### src/rtl/length_prefixed_xor_deframer_macros.svh
// Assertion macros for the length-prefixed XOR deframer.
// Included by the top level; no other dependencies.
`ifndef LENGTH_PREFIXED_XOR_DEFRAMER_MACROS_SVH
`define LENGTH_PREFIXED_XOR_DEFRAMER_MACROS_SVH
`ifndef SYNTHESIS
// Same-cycle implication, disabled while reset is high.
`define LPXD_ASSERT_NOW(lbl, clk, rst, ante, cons, msg) \
  lbl: assert property (@(posedge clk) disable iff (rst) (ante) |-> (cons)) else $error(msg);
// Next-cycle implication, disabled while reset is high.
`define LPXD_ASSERT_NEXT(lbl, clk, rst, ante, cons, msg) \
  lbl: assert property (@(posedge clk) disable iff (rst) (ante) |=> (cons)) else $error(msg);
`else
`define LPXD_ASSERT_NOW(lbl, clk, rst, ante, cons, msg)
`define LPXD_ASSERT_NEXT(lbl, clk, rst, ante, cons, msg)
`endif
`endif

### src/rtl/lpxd_pkg.sv
// Shared types and constants of the length-prefixed XOR deframer.
// No dependencies.
`default_nettype none
package lpxd_pkg;

  // Result kinds.
  localparam logic KIND_PAYLOAD = 1'b0;
  localparam logic KIND_STATUS  = 1'b1;

  // Frame status codes.
  localparam logic [2:0] ST_OK        = 3'd0;
  localparam logic [2:0] ST_SHORT     = 3'd1;
  localparam logic [2:0] ST_BAD_END   = 3'd2;
  localparam logic [2:0] ST_BAD_CHECK = 3'd3;
  localparam logic [2:0] ST_ZERO_LEN  = 3'd4;

  // Reset value of the end marker register.
  localparam logic [7:0] END_MARKER_RESET = 8'h00;

  // One input word.
  typedef struct packed {
    logic [7:0] data_byte;
    logic       buffer_last;
  } in_word_t;

  // One result word.
  typedef struct packed {
    logic       kind;
    logic [7:0] payload_byte;
    logic [7:0] byte_index;
    logic [7:0] frame_id;
    logic [7:0] payload_count;
    logic [7:0] check_value;
    logic [2:0] status;
  } result_t;

endpackage
`default_nettype wire

### src/rtl/lpxd_in_reg.sv
// Input register stage of the deframer: holds one received word.
// Depends on lpxd_pkg.
`default_nettype none
module lpxd_in_reg (
  input  wire              clk,
  input  wire              rst,
  input  wire              in_valid,
  output logic             in_stall,
  input  lpxd_pkg::in_word_t in_word,
  input  wire              take,
  output logic             held_valid,
  output lpxd_pkg::in_word_t held_word
);
  import lpxd_pkg::*;

  logic load;

  // The register refills when empty or when its word is consumed.
  assign load     = !held_valid || take;
  assign in_stall = !load;

  // Valid flag.
  always_ff @(posedge clk) begin
    if (rst) begin
      held_valid <= 1'b0;
    end else if (load) begin
      held_valid <= in_valid;
    end
  end

  // Payload needs no reset.
  always_ff @(posedge clk) begin
    if (load && in_valid) begin
      held_word <= in_word;
    end
  end
endmodule
`default_nettype wire

### src/rtl/lpxd_fsm.sv
// Frame parser of the deframer: phase, running XOR and frame fields,
// and the result for each word. Depends on lpxd_pkg.
`default_nettype none
module lpxd_fsm (
  input  wire                clk,
  input  wire                rst,
  input  wire                cfg_write,
  input  wire  [7:0]         cfg_data,
  input  wire                fire,
  input  lpxd_pkg::in_word_t word,
  output logic               res_valid,
  output lpxd_pkg::result_t  res
);
  import lpxd_pkg::*;

  typedef enum logic [5:0] {
    PH_LEN  = 6'b000001,
    PH_ID   = 6'b000010,
    PH_PAY  = 6'b000100,
    PH_CHK  = 6'b001000,
    PH_END  = 6'b010000,
    PH_SKIP = 6'b100000
  } phase_t;

  phase_t     phase, phase_next;
  logic [7:0] end_marker;
  logic [7:0] frame_length, frame_length_next;
  logic [7:0] held_id, held_id_next;
  logic [7:0] payload_seen, payload_seen_next;
  logic [7:0] running_xor, running_xor_next;
  logic [7:0] held_check, held_check_next;
  logic [7:0] b;
  logic       last;

  assign b    = word.data_byte;
  assign last = word.buffer_last;

  // Next state and result for the word in the input register.
  always_comb begin
    phase_next        = phase;
    frame_length_next = frame_length;
    held_id_next      = held_id;
    payload_seen_next = payload_seen;
    running_xor_next  = running_xor;
    held_check_next   = held_check;
    res_valid         = 1'b0;
    res               = '0;
    case (phase)
      PH_LEN: begin
        frame_length_next = b;
        held_id_next      = 8'h00;
        payload_seen_next = 8'h00;
        running_xor_next  = b;
        held_check_next   = 8'h00;
        if (b == 8'h00) begin
          res_valid  = 1'b1;
          res.kind   = KIND_STATUS;
          res.status = ST_ZERO_LEN;
          phase_next = last ? PH_LEN : PH_SKIP;
        end else if (last) begin
          res_valid         = 1'b1;
          res.kind          = KIND_STATUS;
          res.status        = ST_SHORT;
          res.payload_count = b - 8'd1;
          phase_next        = PH_LEN;
        end else begin
          phase_next = PH_ID;
        end
      end
      PH_ID: begin
        held_id_next     = b;
        running_xor_next = running_xor ^ b;
        if (last) begin
          res_valid         = 1'b1;
          res.kind          = KIND_STATUS;
          res.status        = ST_SHORT;
          res.frame_id      = b;
          res.payload_count = frame_length - 8'd1;
          phase_next        = PH_LEN;
        end else begin
          phase_next = (frame_length == 8'd1) ? PH_CHK : PH_PAY;
        end
      end
      PH_PAY: begin
        running_xor_next  = running_xor ^ b;
        payload_seen_next = payload_seen + 8'd1;
        res_valid         = 1'b1;
        res.frame_id      = held_id;
        res.payload_count = frame_length - 8'd1;
        if (last) begin
          res.kind   = KIND_STATUS;
          res.status = ST_SHORT;
          phase_next = PH_LEN;
        end else begin
          res.kind         = KIND_PAYLOAD;
          res.payload_byte = b;
          res.byte_index   = payload_seen;
          if (payload_seen_next == frame_length - 8'd1) begin
            phase_next = PH_CHK;
          end
        end
      end
      PH_CHK: begin
        held_check_next = b;
        if (last) begin
          res_valid         = 1'b1;
          res.kind          = KIND_STATUS;
          res.status        = ST_SHORT;
          res.frame_id      = held_id;
          res.payload_count = frame_length - 8'd1;
          phase_next        = PH_LEN;
        end else begin
          phase_next = PH_END;
        end
      end
      PH_END: begin
        res_valid         = 1'b1;
        res.kind          = KIND_STATUS;
        res.frame_id      = held_id;
        res.payload_count = frame_length - 8'd1;
        res.check_value   = held_check;
        // The end marker is checked before the checksum.
        if (b != end_marker) begin
          res.status = ST_BAD_END;
        end else if (held_check != running_xor) begin
          res.status = ST_BAD_CHECK;
        end else begin
          res.status = ST_OK;
        end
        phase_next = last ? PH_LEN : PH_SKIP;
      end
      PH_SKIP: begin
        if (last) begin
          phase_next = PH_LEN;
        end
      end
      default: begin
        phase_next = PH_LEN;
      end
    endcase
  end

  // Frame state advances only when a word is taken.
  always_ff @(posedge clk) begin
    if (rst) begin
      phase        <= PH_LEN;
      frame_length <= 8'h00;
      held_id      <= 8'h00;
      payload_seen <= 8'h00;
      running_xor  <= 8'h00;
      held_check   <= 8'h00;
    end else if (fire) begin
      phase        <= phase_next;
      frame_length <= frame_length_next;
      held_id      <= held_id_next;
      payload_seen <= payload_seen_next;
      running_xor  <= running_xor_next;
      held_check   <= held_check_next;
    end
  end

  // End marker register.
  always_ff @(posedge clk) begin
    if (rst) begin
      end_marker <= END_MARKER_RESET;
    end else if (cfg_write) begin
      end_marker <= cfg_data;
    end
  end
endmodule
`default_nettype wire

### src/rtl/lpxd_out_reg.sv
// Output register of the deframer: holds one result word until taken.
// Depends on lpxd_pkg.
`default_nettype none
module lpxd_out_reg (
  input  wire               clk,
  input  wire               rst,
  input  wire               fire,
  input  wire               res_valid,
  input  lpxd_pkg::result_t res,
  output logic              ready,
  output logic              out_valid,
  input  wire               out_stall,
  output lpxd_pkg::result_t out_word
);
  import lpxd_pkg::*;

  // The register may load when empty or when its word leaves now.
  assign ready = !out_valid || !out_stall;

  // Valid flag.
  always_ff @(posedge clk) begin
    if (rst) begin
      out_valid <= 1'b0;
    end else if (ready) begin
      out_valid <= fire && res_valid;
    end
  end

  // Payload needs no reset.
  always_ff @(posedge clk) begin
    if (ready && fire && res_valid) begin
      out_word <= res;
    end
  end
endmodule
`default_nettype wire

### src/rtl/length_prefixed_xor_deframer.sv
// Top level of the length-prefixed XOR deframer.
// Depends on lpxd_pkg, lpxd_in_reg, lpxd_fsm, lpxd_out_reg and the macro header.
//
//   Channel  Handshake           Payload
//   input    in_valid/in_stall   data_byte, buffer_last
//   output   out_valid/out_stall kind, payload_byte, byte_index, frame_id,
//                                payload_count, check_value, status
//   config   cfg_write           cfg_data (end marker)
//
// One byte is accepted per cycle unless the output stalls; results are registered.
// The parser computes its next state combinationally from the input register.
// Reset clears both valid flags and the frame state; end marker goes to 0.
// A stall on the output holds the output register and backs up to in_stall.
`default_nettype none
`include "length_prefixed_xor_deframer_macros.svh"
module length_prefixed_xor_deframer (
  input  wire        clk,
  input  wire        rst,
  input  wire        cfg_write,
  input  wire  [7:0] cfg_data,
  input  wire        in_valid,
  output logic       in_stall,
  input  wire  [7:0] data_byte,
  input  wire        buffer_last,
  output logic       out_valid,
  input  wire        out_stall,
  output logic       kind,
  output logic [7:0] payload_byte,
  output logic [7:0] byte_index,
  output logic [7:0] frame_id,
  output logic [7:0] payload_count,
  output logic [7:0] check_value,
  output logic [2:0] status
);
  import lpxd_pkg::*;

  in_word_t in_word;
  in_word_t held_word;
  logic     held_valid;
  logic     ready;
  logic     fire;
  logic     res_valid;
  result_t  res;
  result_t  out_word;

  assign in_word.data_byte   = data_byte;
  assign in_word.buffer_last = buffer_last;

  // A held word is processed whenever the output register can load.
  assign fire = held_valid && ready;

  lpxd_in_reg u_in_reg (
    .clk        (clk),
    .rst        (rst),
    .in_valid   (in_valid),
    .in_stall   (in_stall),
    .in_word    (in_word),
    .take       (fire),
    .held_valid (held_valid),
    .held_word  (held_word)
  );

  lpxd_fsm u_fsm (
    .clk       (clk),
    .rst       (rst),
    .cfg_write (cfg_write),
    .cfg_data  (cfg_data),
    .fire      (fire),
    .word      (held_word),
    .res_valid (res_valid),
    .res       (res)
  );

  lpxd_out_reg u_out_reg (
    .clk       (clk),
    .rst       (rst),
    .fire      (fire),
    .res_valid (res_valid),
    .res       (res),
    .ready     (ready),
    .out_valid (out_valid),
    .out_stall (out_stall),
    .out_word  (out_word)
  );

  assign kind          = out_word.kind;
  assign payload_byte  = out_word.payload_byte;
  assign byte_index    = out_word.byte_index;
  assign frame_id      = out_word.frame_id;
  assign payload_count = out_word.payload_count;
  assign check_value   = out_word.check_value;
  assign status        = out_word.status;

  // Input backs up only behind a full, stalled output register.
  `LPXD_ASSERT_NOW(a_stall_cause, clk, rst, in_stall, held_valid && out_valid && out_stall, "input stalled without output backpressure")
  // Payload words lie inside the payload.
  `LPXD_ASSERT_NOW(a_index_range, clk, rst, out_valid && kind == KIND_PAYLOAD, byte_index < payload_count, "payload index beyond payload length")
  // Payload words carry no status or check byte.
  `LPXD_ASSERT_NOW(a_payload_clean, clk, rst, out_valid && kind == KIND_PAYLOAD, status == ST_OK && check_value == 8'h00, "payload word with status fields set")
  // A processed word with a result shows up at the output next cycle.
  `LPXD_ASSERT_NEXT(a_result_shown, clk, rst, fire && res_valid, out_valid, "result lost")
endmodule
`default_nettype wire

### config.mk
export PLATFORM = sky130hd
export DESIGN_NAME = length_prefixed_xor_deframer
export DESIGN_NICKNAME = d
export VERILOG_FILES = /design/src/rtl/lpxd_pkg.sv /design/src/rtl/lpxd_in_reg.sv /design/src/rtl/lpxd_fsm.sv /design/src/rtl/lpxd_out_reg.sv /design/src/rtl/length_prefixed_xor_deframer.sv
export VERILOG_INCLUDE_DIRS = /design/src /design/src/rtl
export SDC_FILE = /design/constraint.sdc
export NUM_CORES = 1
export LEC_CHECK = 0
export ABC_AREA = 1
export CORE_MARGIN = 3
export CORE_UTILIZATION = 30
export DETAILED_ROUTE_END_ITERATION = 10
export DONT_BUFFER_PORTS = 1
export GPL_ROUTABILITY_DRIVEN = 0
export PLACE_DENSITY = 0.49
export SYNTH_ARGS = -nofsm -noshare
export SYNTH_HDL_FRONTEND = slang
export SYNTH_SLANG_ARGS = --single-unit
### constraint.sdc
create_clock -name clk -period 4.4 [get_ports clk]
set_clock_uncertainty 0.1 [all_clocks]
set_input_delay 0.22 -clock clk [delete_from_list [all_inputs] [get_ports clk]]
set_output_delay 0.22 -clock clk [all_outputs]
set_load 0.01 [all_outputs]
; Word level (Yosys, flattened, before mapping)
; Cells that the tools add are included.
[word_totals]
regBits = 109
out_inout_bits = 46
elab_cells = 91
[op_classes]
n_addsub = 3
eq_ne = 12
muxes = 29
bitwise_logic = 2
reduce_logical = 27
[op_table]
columns = cell, count
row1 = 8-bit one-hot mux with 2 select lines, 4
row2 = 6-bit 2-to-1 mux, 6
row3 = 6-bit one-hot mux with 6 select lines, 1
row4 = 16-bit 2-to-1 mux, 2
row5 = 8-bit one-hot mux with 4 select lines, 1
row6 = 8-bit one-hot mux with 3 select lines, 1
row7 = 8-bit 2-to-1 mux, 2
row8 = 8-bit != test, 2
row9 = "8-bit by 1-bit subtractor with 8-bit output, second input constant", 2
row10 = 2-bit AND reduction, 5
row11 = 3-bit one-hot mux with 3 select lines, 1
row12 = "8-bit by 1-bit adder with 8-bit output, second input constant", 1
row13 = "8-bit by 1-bit equality test with 1-bit output, second input constant", 1
row14 = 8-bit equality test, 1
row15 = 8-bit zero test, 1
row16 = 2-bit nonzero test, 4
row17 = 2-bit OR reduction, 4
row18 = 8-bit XOR, 1
row19 = "6-bit by 1-bit equality test with 1-bit output, second input constant", 1
row20 = "6-bit by 2-bit equality test with 1-bit output, second input constant", 1
row21 = "6-bit by 3-bit equality test with 1-bit output, second input constant", 1
row22 = "6-bit by 4-bit equality test with 1-bit output, second input constant", 1
row23 = "6-bit by 5-bit equality test with 1-bit output, second input constant", 1
row24 = "6-bit equality test, second input constant", 1
row25 = other kinds (14), 27

; Logic depth before layout (Yosys ltp)
[logic_depth]
ltp_word = 5
depth_mapped = 17

; Cells and area by module
; Synthesis repeated with hierarchy kept, for this count alone.
[unflattened]
hier_cells = 619
area_unflattened_um2 = 5173.7
[modules_own_cells]
columns = mod, n_inst, cells_each, area_each_um2
row1 = lpxd_fsm, 1, 552, 3484.6
row2 = lpxd_out_reg, 1, 49, 1365.1
row3 = lpxd_in_reg, 1, 16, 316.6
row4 = length_prefixed_xor_deframer, 1, 2, 7.5

; Worst setup path after synthesis
; Ideal clock, no wire load.
[synth_timing]
path_kind = register to register
start = register u_fsm.phase[4]
end = register, netlist name u_out_reg.out_word[0]
t_arrival_ns = 2.092
required_ns = 3.902
path_slack_ns = 1.810
path_stages_with_launch = 8
n_path_buf = 0
cell_sequence = dfxtp_1 > nor2_4 > nand4_1 > o21ai_2 > nor2_2 > nand2_1 > nand2_1 > inv_1
[synth_between]
elab_chain_cells = 4
word_cells_on_any_way = 9
[synth_lines]
columns = item, line_no
row1 = from (decl), lpxd_fsm.sv:25  ; phase_t phase, phase_next;
row2 = from (signal assigned), lpxd_fsm.sv:153  ; phase <= phase_next;
row3 = "6-bit by 3-bit equality test with 1-bit output, or another cell as far along", lpxd_fsm.sv:48  ; case (phase)
row4 = 2-bit OR reduction (no source line), n/a
row5 = 1-bit one-hot mux with 3 select lines *, lpxd_fsm.sv:48
row6 = 1-bit logical AND *, lpxd_out_reg.sv:31  ; if (ready && fire && res_valid) begin
; Mark *: on every way between the ends. The rest lies on a longest branch, timed or not.
; A chain may end at the register's enable or synchronous reset.

; Worst setup path in the final report
[layout_timing]
start = register u_fsm.phase[2]
end = register, netlist name u_out_reg.out_word[28]
[layout_between]
elab_chain_cells = 4
word_cells_on_any_way = 9
[layout_lines]
columns = item, line_no
row1 = "6-bit by 3-bit equality test with 1-bit output, or another cell as far along", lpxd_fsm.sv:48
row2 = 2-bit OR reduction (no source line), n/a
row3 = 1-bit one-hot mux with 3 select lines *, lpxd_fsm.sv:48
row4 = 1-bit logical AND *, lpxd_out_reg.sv:31
; Marked as above.

==> results.tsv <==
stage	metric	value	unit
power_and_ir_drop	Peak VDD IR	0.000201	V
critical_path	crit path capture type	flop	
clock_tree	cell chosen for the clock root	clkbuf_16	
hold_path	hold path cells	2	
critical_path	CP peak stage delay	0.66	ns
final_layout	P&R area growth vs syn	15.1	%
clock_tree	clock slew at reported path FFs	0.08	ns
place	dpl cells	812	
power_and_ir_drop	PwrDens	380	nW/um^2
detailed_routing	routed via count	4164	
global_route	first-pass GRT wire length	21.4	mm
clock_tree	TritonCTS Buffers	9	
yosys	Synth area leaders	edfxtp_1 31%, dfxtp_1 22%, nand2_1 10%	
critical_path	Worst Setup Start Kind	flop	
yosys	commonest cells in the netlist	142 x nand2_1, 85 x nor2_1, 57 x inv_1	
global_route	gr usage total	15.2	%
die	IO Pins	68	
yosys	Post-synth top flop	dfxtp_1	
detailed_routing	total wire length	13.6	mm
yosys	async set-reset flop share out of synthesis	0	%
sta	Slew headroom	23.7	%
place	DPL Wire Length	9.87	mm
clock_tree	H-tree depth	3	
clock_tree	Post-CTS Resized	0	
critical_path	FF-to-FF End	u_out_reg.out_word[28]	
detailed_routing	first-pass iteration count of the detailed router	5	
power_and_ir_drop	Tot Pwr	2.22	mW
yosys	number of distinct library cells after synthesis	34	
clock_tree	worst skew pair latency	0.36	ns
critical_path	crit path max fanout	44	
final_layout	antenna cells	0	
die	number of cell rows	46	
yosys	Avg Inst Size Synth	8.31	sq um
yosys	Seq cells post-synth	109	
hold_path	hold path start	out_stall	
global_route	largest net degree at the start of global routing	45	
place	Place WS	1.43	ns
sta	Final Hold Viols	0	
global_route	GRT Residual Overflow	0	
detailed_routing	initial DRC count	373	
yosys	number of cells produced by synthesis	612	
final_layout	Nets	661	
sta	endpoints failing setup	0	
critical_path	CP cell instances	inv_1 -> nand2_1 -> nor2_1 -> nand3_1 -> nand2_1 -> inv_1 -> o21ai_2 -> nor2_2 -> nand2_1 -> nand2_1 -> inv_2	
die	Initial Util	31.4	%
yosys	synthesized area	5090	sq um
yosys	Yosys warning count	0	
sta	fmax	0.337	GHz
critical_path	worst-case reg-to-reg path depth	11	
final_layout	Layout Cells excl Fill	855	
final_layout	layout cells sized above 1	6.57	%
sta	unrepaired setup endpoints after global routing	no	
hold_path	min-delay worst type	input pin to flop	
yosys	top-count cell post-synth	nand2_1	
sta	Final period util	67.4	%
detailed_routing	post-route DRC violation count	0	
yosys	number of enable flip-flop cells after synthesis	53	
global_route	initial antenna violation count	0	
critical_path	RR Startpoint	u_fsm.phase[2]	
clock_tree	clk buf depth	2	
flow_run	max-cap violations	0	
global_route	vias in the first global route	3890	
critical_path	Reg2Reg Setup Slack	1.43	ns
detailed_routing	vias per cell	4.87	
critical_path	Critical Path RT	4.28	ns
die	Die ar.	18600	sq um
critical_path	Top delay family on crit path	simple AND/OR/NAND/NOR gates	
clock_tree	Sink Count	109	
die	Core ar.	16200	sq um
outcome	status	finished, final reports clean	
critical_path	arrival time worst endpoint	2.84	ns
sta	Final Max Slew Viols	0	
critical_path	Crit Path Category	flop to flop	
yosys	register area share after synthesis	53.3	%
die	Die Span Y	136	microns
critical_path	Slowest-stage cell, CP	inv_2	
power_and_ir_drop	Pleak	2.22	nW
yosys	synthesized net count	639	
sta	Tightest Pin Transition	1.14	ns
sta	final worst setup slack	1.43	ns
clock_tree	Setup Buffers After CTS	0	
hold_path	Hold EP	u_out_reg.out_valid	
critical_path	CP most frequent cell	nand2_1	
yosys	cell taking the most area after synthesis	edfxtp_1	
sta	Final min period	2.97	ns
die	chip width	136	microns
sta	Fin Setup TNS	0	ns
detailed_routing	Routed Antenna Nets	0	
yosys	Synth top area share	31.3	%
critical_path	worst path buffer plus inverter count	3	
detailed_routing	Avg WL per Cell	16.0	microns
place	PortBufs	0	
clock_tree	CTS tree	done	
-- cell families after synthesis --
| family | count (synthesis) | synth area share, % |
|---|---|---|
| flip-flops | 109 | 53.3 |
| AO/OA/AOI/OAI | 92 | 9.93 |
| adder cells (fa/ha/maj) | 5 | 1.23 |
| buffers and inverters | 87 | 6.64 |
| AND/OR/NAND/NOR | 301 | 25.8 |
| XOR/XNOR | 18 | 3.10 |
-- layer usage --
layer | wire (microns) | global-route usage [%]
met2 | 6210 | 23.5
met5 | 0 | 0
met4 | 252 | 5.60
met3 | 731 | 3.70
met1 | 6450 | 20.5
-- final cells by class --
class	count	area (sq um)
fill	1686	10400
sequential	109	2710
inverter	71	267
clock inverter	6	68.8
timing repair buffer	27	270
clock buffer	10	229
tap	216	270
multi-input combinational	416	2040
-- flip-flops by register name, summed over array words and instances, names as in the netlist --
signal	flops
u_in_reg.held_valid	1
u_fsm.held_id	8
u_fsm.phase	6
u_out_reg.out_word	44
u_out_reg.out_valid	1
u_fsm.held_check	8
u_fsm.frame_length	8
u_fsm.payload_seen	8
u_fsm.running_xor	8
u_in_reg.held_word	9
u_fsm.end_marker	8
-- how the worst max path moves through the flow --
stage	from	endpoint	slack (ns)	cells after the start
after global placement	u_fsm.phase[0]	u_out_reg.out_word[27]	1.51	11
after detailed placement	u_fsm.phase[0]	u_out_reg.out_word[27]	1.43	11
after global routing	u_fsm.phase[0]	u_out_reg.out_word[28]	1.08	11
after floorplan	u_fsm.phase[4]	u_out_reg.out_word[0]	1.81	7
final	u_fsm.phase[2]	u_out_reg.out_word[28]	1.43	11
after CTS	u_fsm.phase[0]	u_out_reg.out_word[28]	1.40	11
-- where the power goes --
group          total (mW)  switching (mW)  internal (mW)
sequential           1.14          0.0377           1.10
clock               0.829           0.381          0.448
combinational       0.258           0.168         0.0899
-- worst reg2reg max path: stages (launching register included) --
cell	delay, ns
dfxtp_1	0.33
inv_1	0.09
nand2_1	0.08
nor2_1	0.13
nand3_1	0.37
nand2_1	0.16
inv_1	0.08
o21ai_2	0.18
nor2_2	0.18
nand2_1	0.10
nand2_1	0.07
inv_2	0.66
-- repair_timing --
item	4_1_cts	5_1_grt
hold buffers	27	0
setup endpoints to repair	0	0
hold endpoints to repair	42	0
-- cells in the final DEF, fill, tap and decap left out, types with 2 or more instances in the layout --
cell type | netlist | layout
a211oi_1 | 3 | 3
a21oi_1 | 38 | 38
clkbuf_16 | 0 | 9
clkinv_1 | 8 | 9
dfxtp_1 | 56 | 56
dlygate4sd3_1 | 0 | 27
edfxtp_1 | 53 | 53
ha_1 | 5 | 5
inv_1 | 57 | 56
inv_2 | 6 | 7
nand2_1 | 142 | 142
nand2_2 | 3 | 3
nand3_1 | 31 | 31
nand4_1 | 11 | 11
nand4_2 | 2 | 2
nor2_1 | 85 | 85
nor2_2 | 4 | 4
nor2_4 | 6 | 6
nor3_1 | 8 | 8
nor4_1 | 5 | 5
o21ai_0 | 35 | 35
o22ai_1 | 9 | 9
o22ai_2 | 2 | 2
or2_2 | 2 | 2
xnor2_1 | 7 | 7
xor2_1 | 11 | 11
-- per-stage QoR --
stage	hold WS [ns]	cell area [sq um]	utilization [%]
6_report	0.00626	5860	36.1
5_1_grt	0.00421	5860	36.1
4_1_cts	0.000531	5860	36.1
3_5_place_dp	0.195	5290	32.6
3_3_place_gp	0.196	5290	32.6
2_1_floorplan	0.219	5090	-
Power figures use the tool's default switching activity.
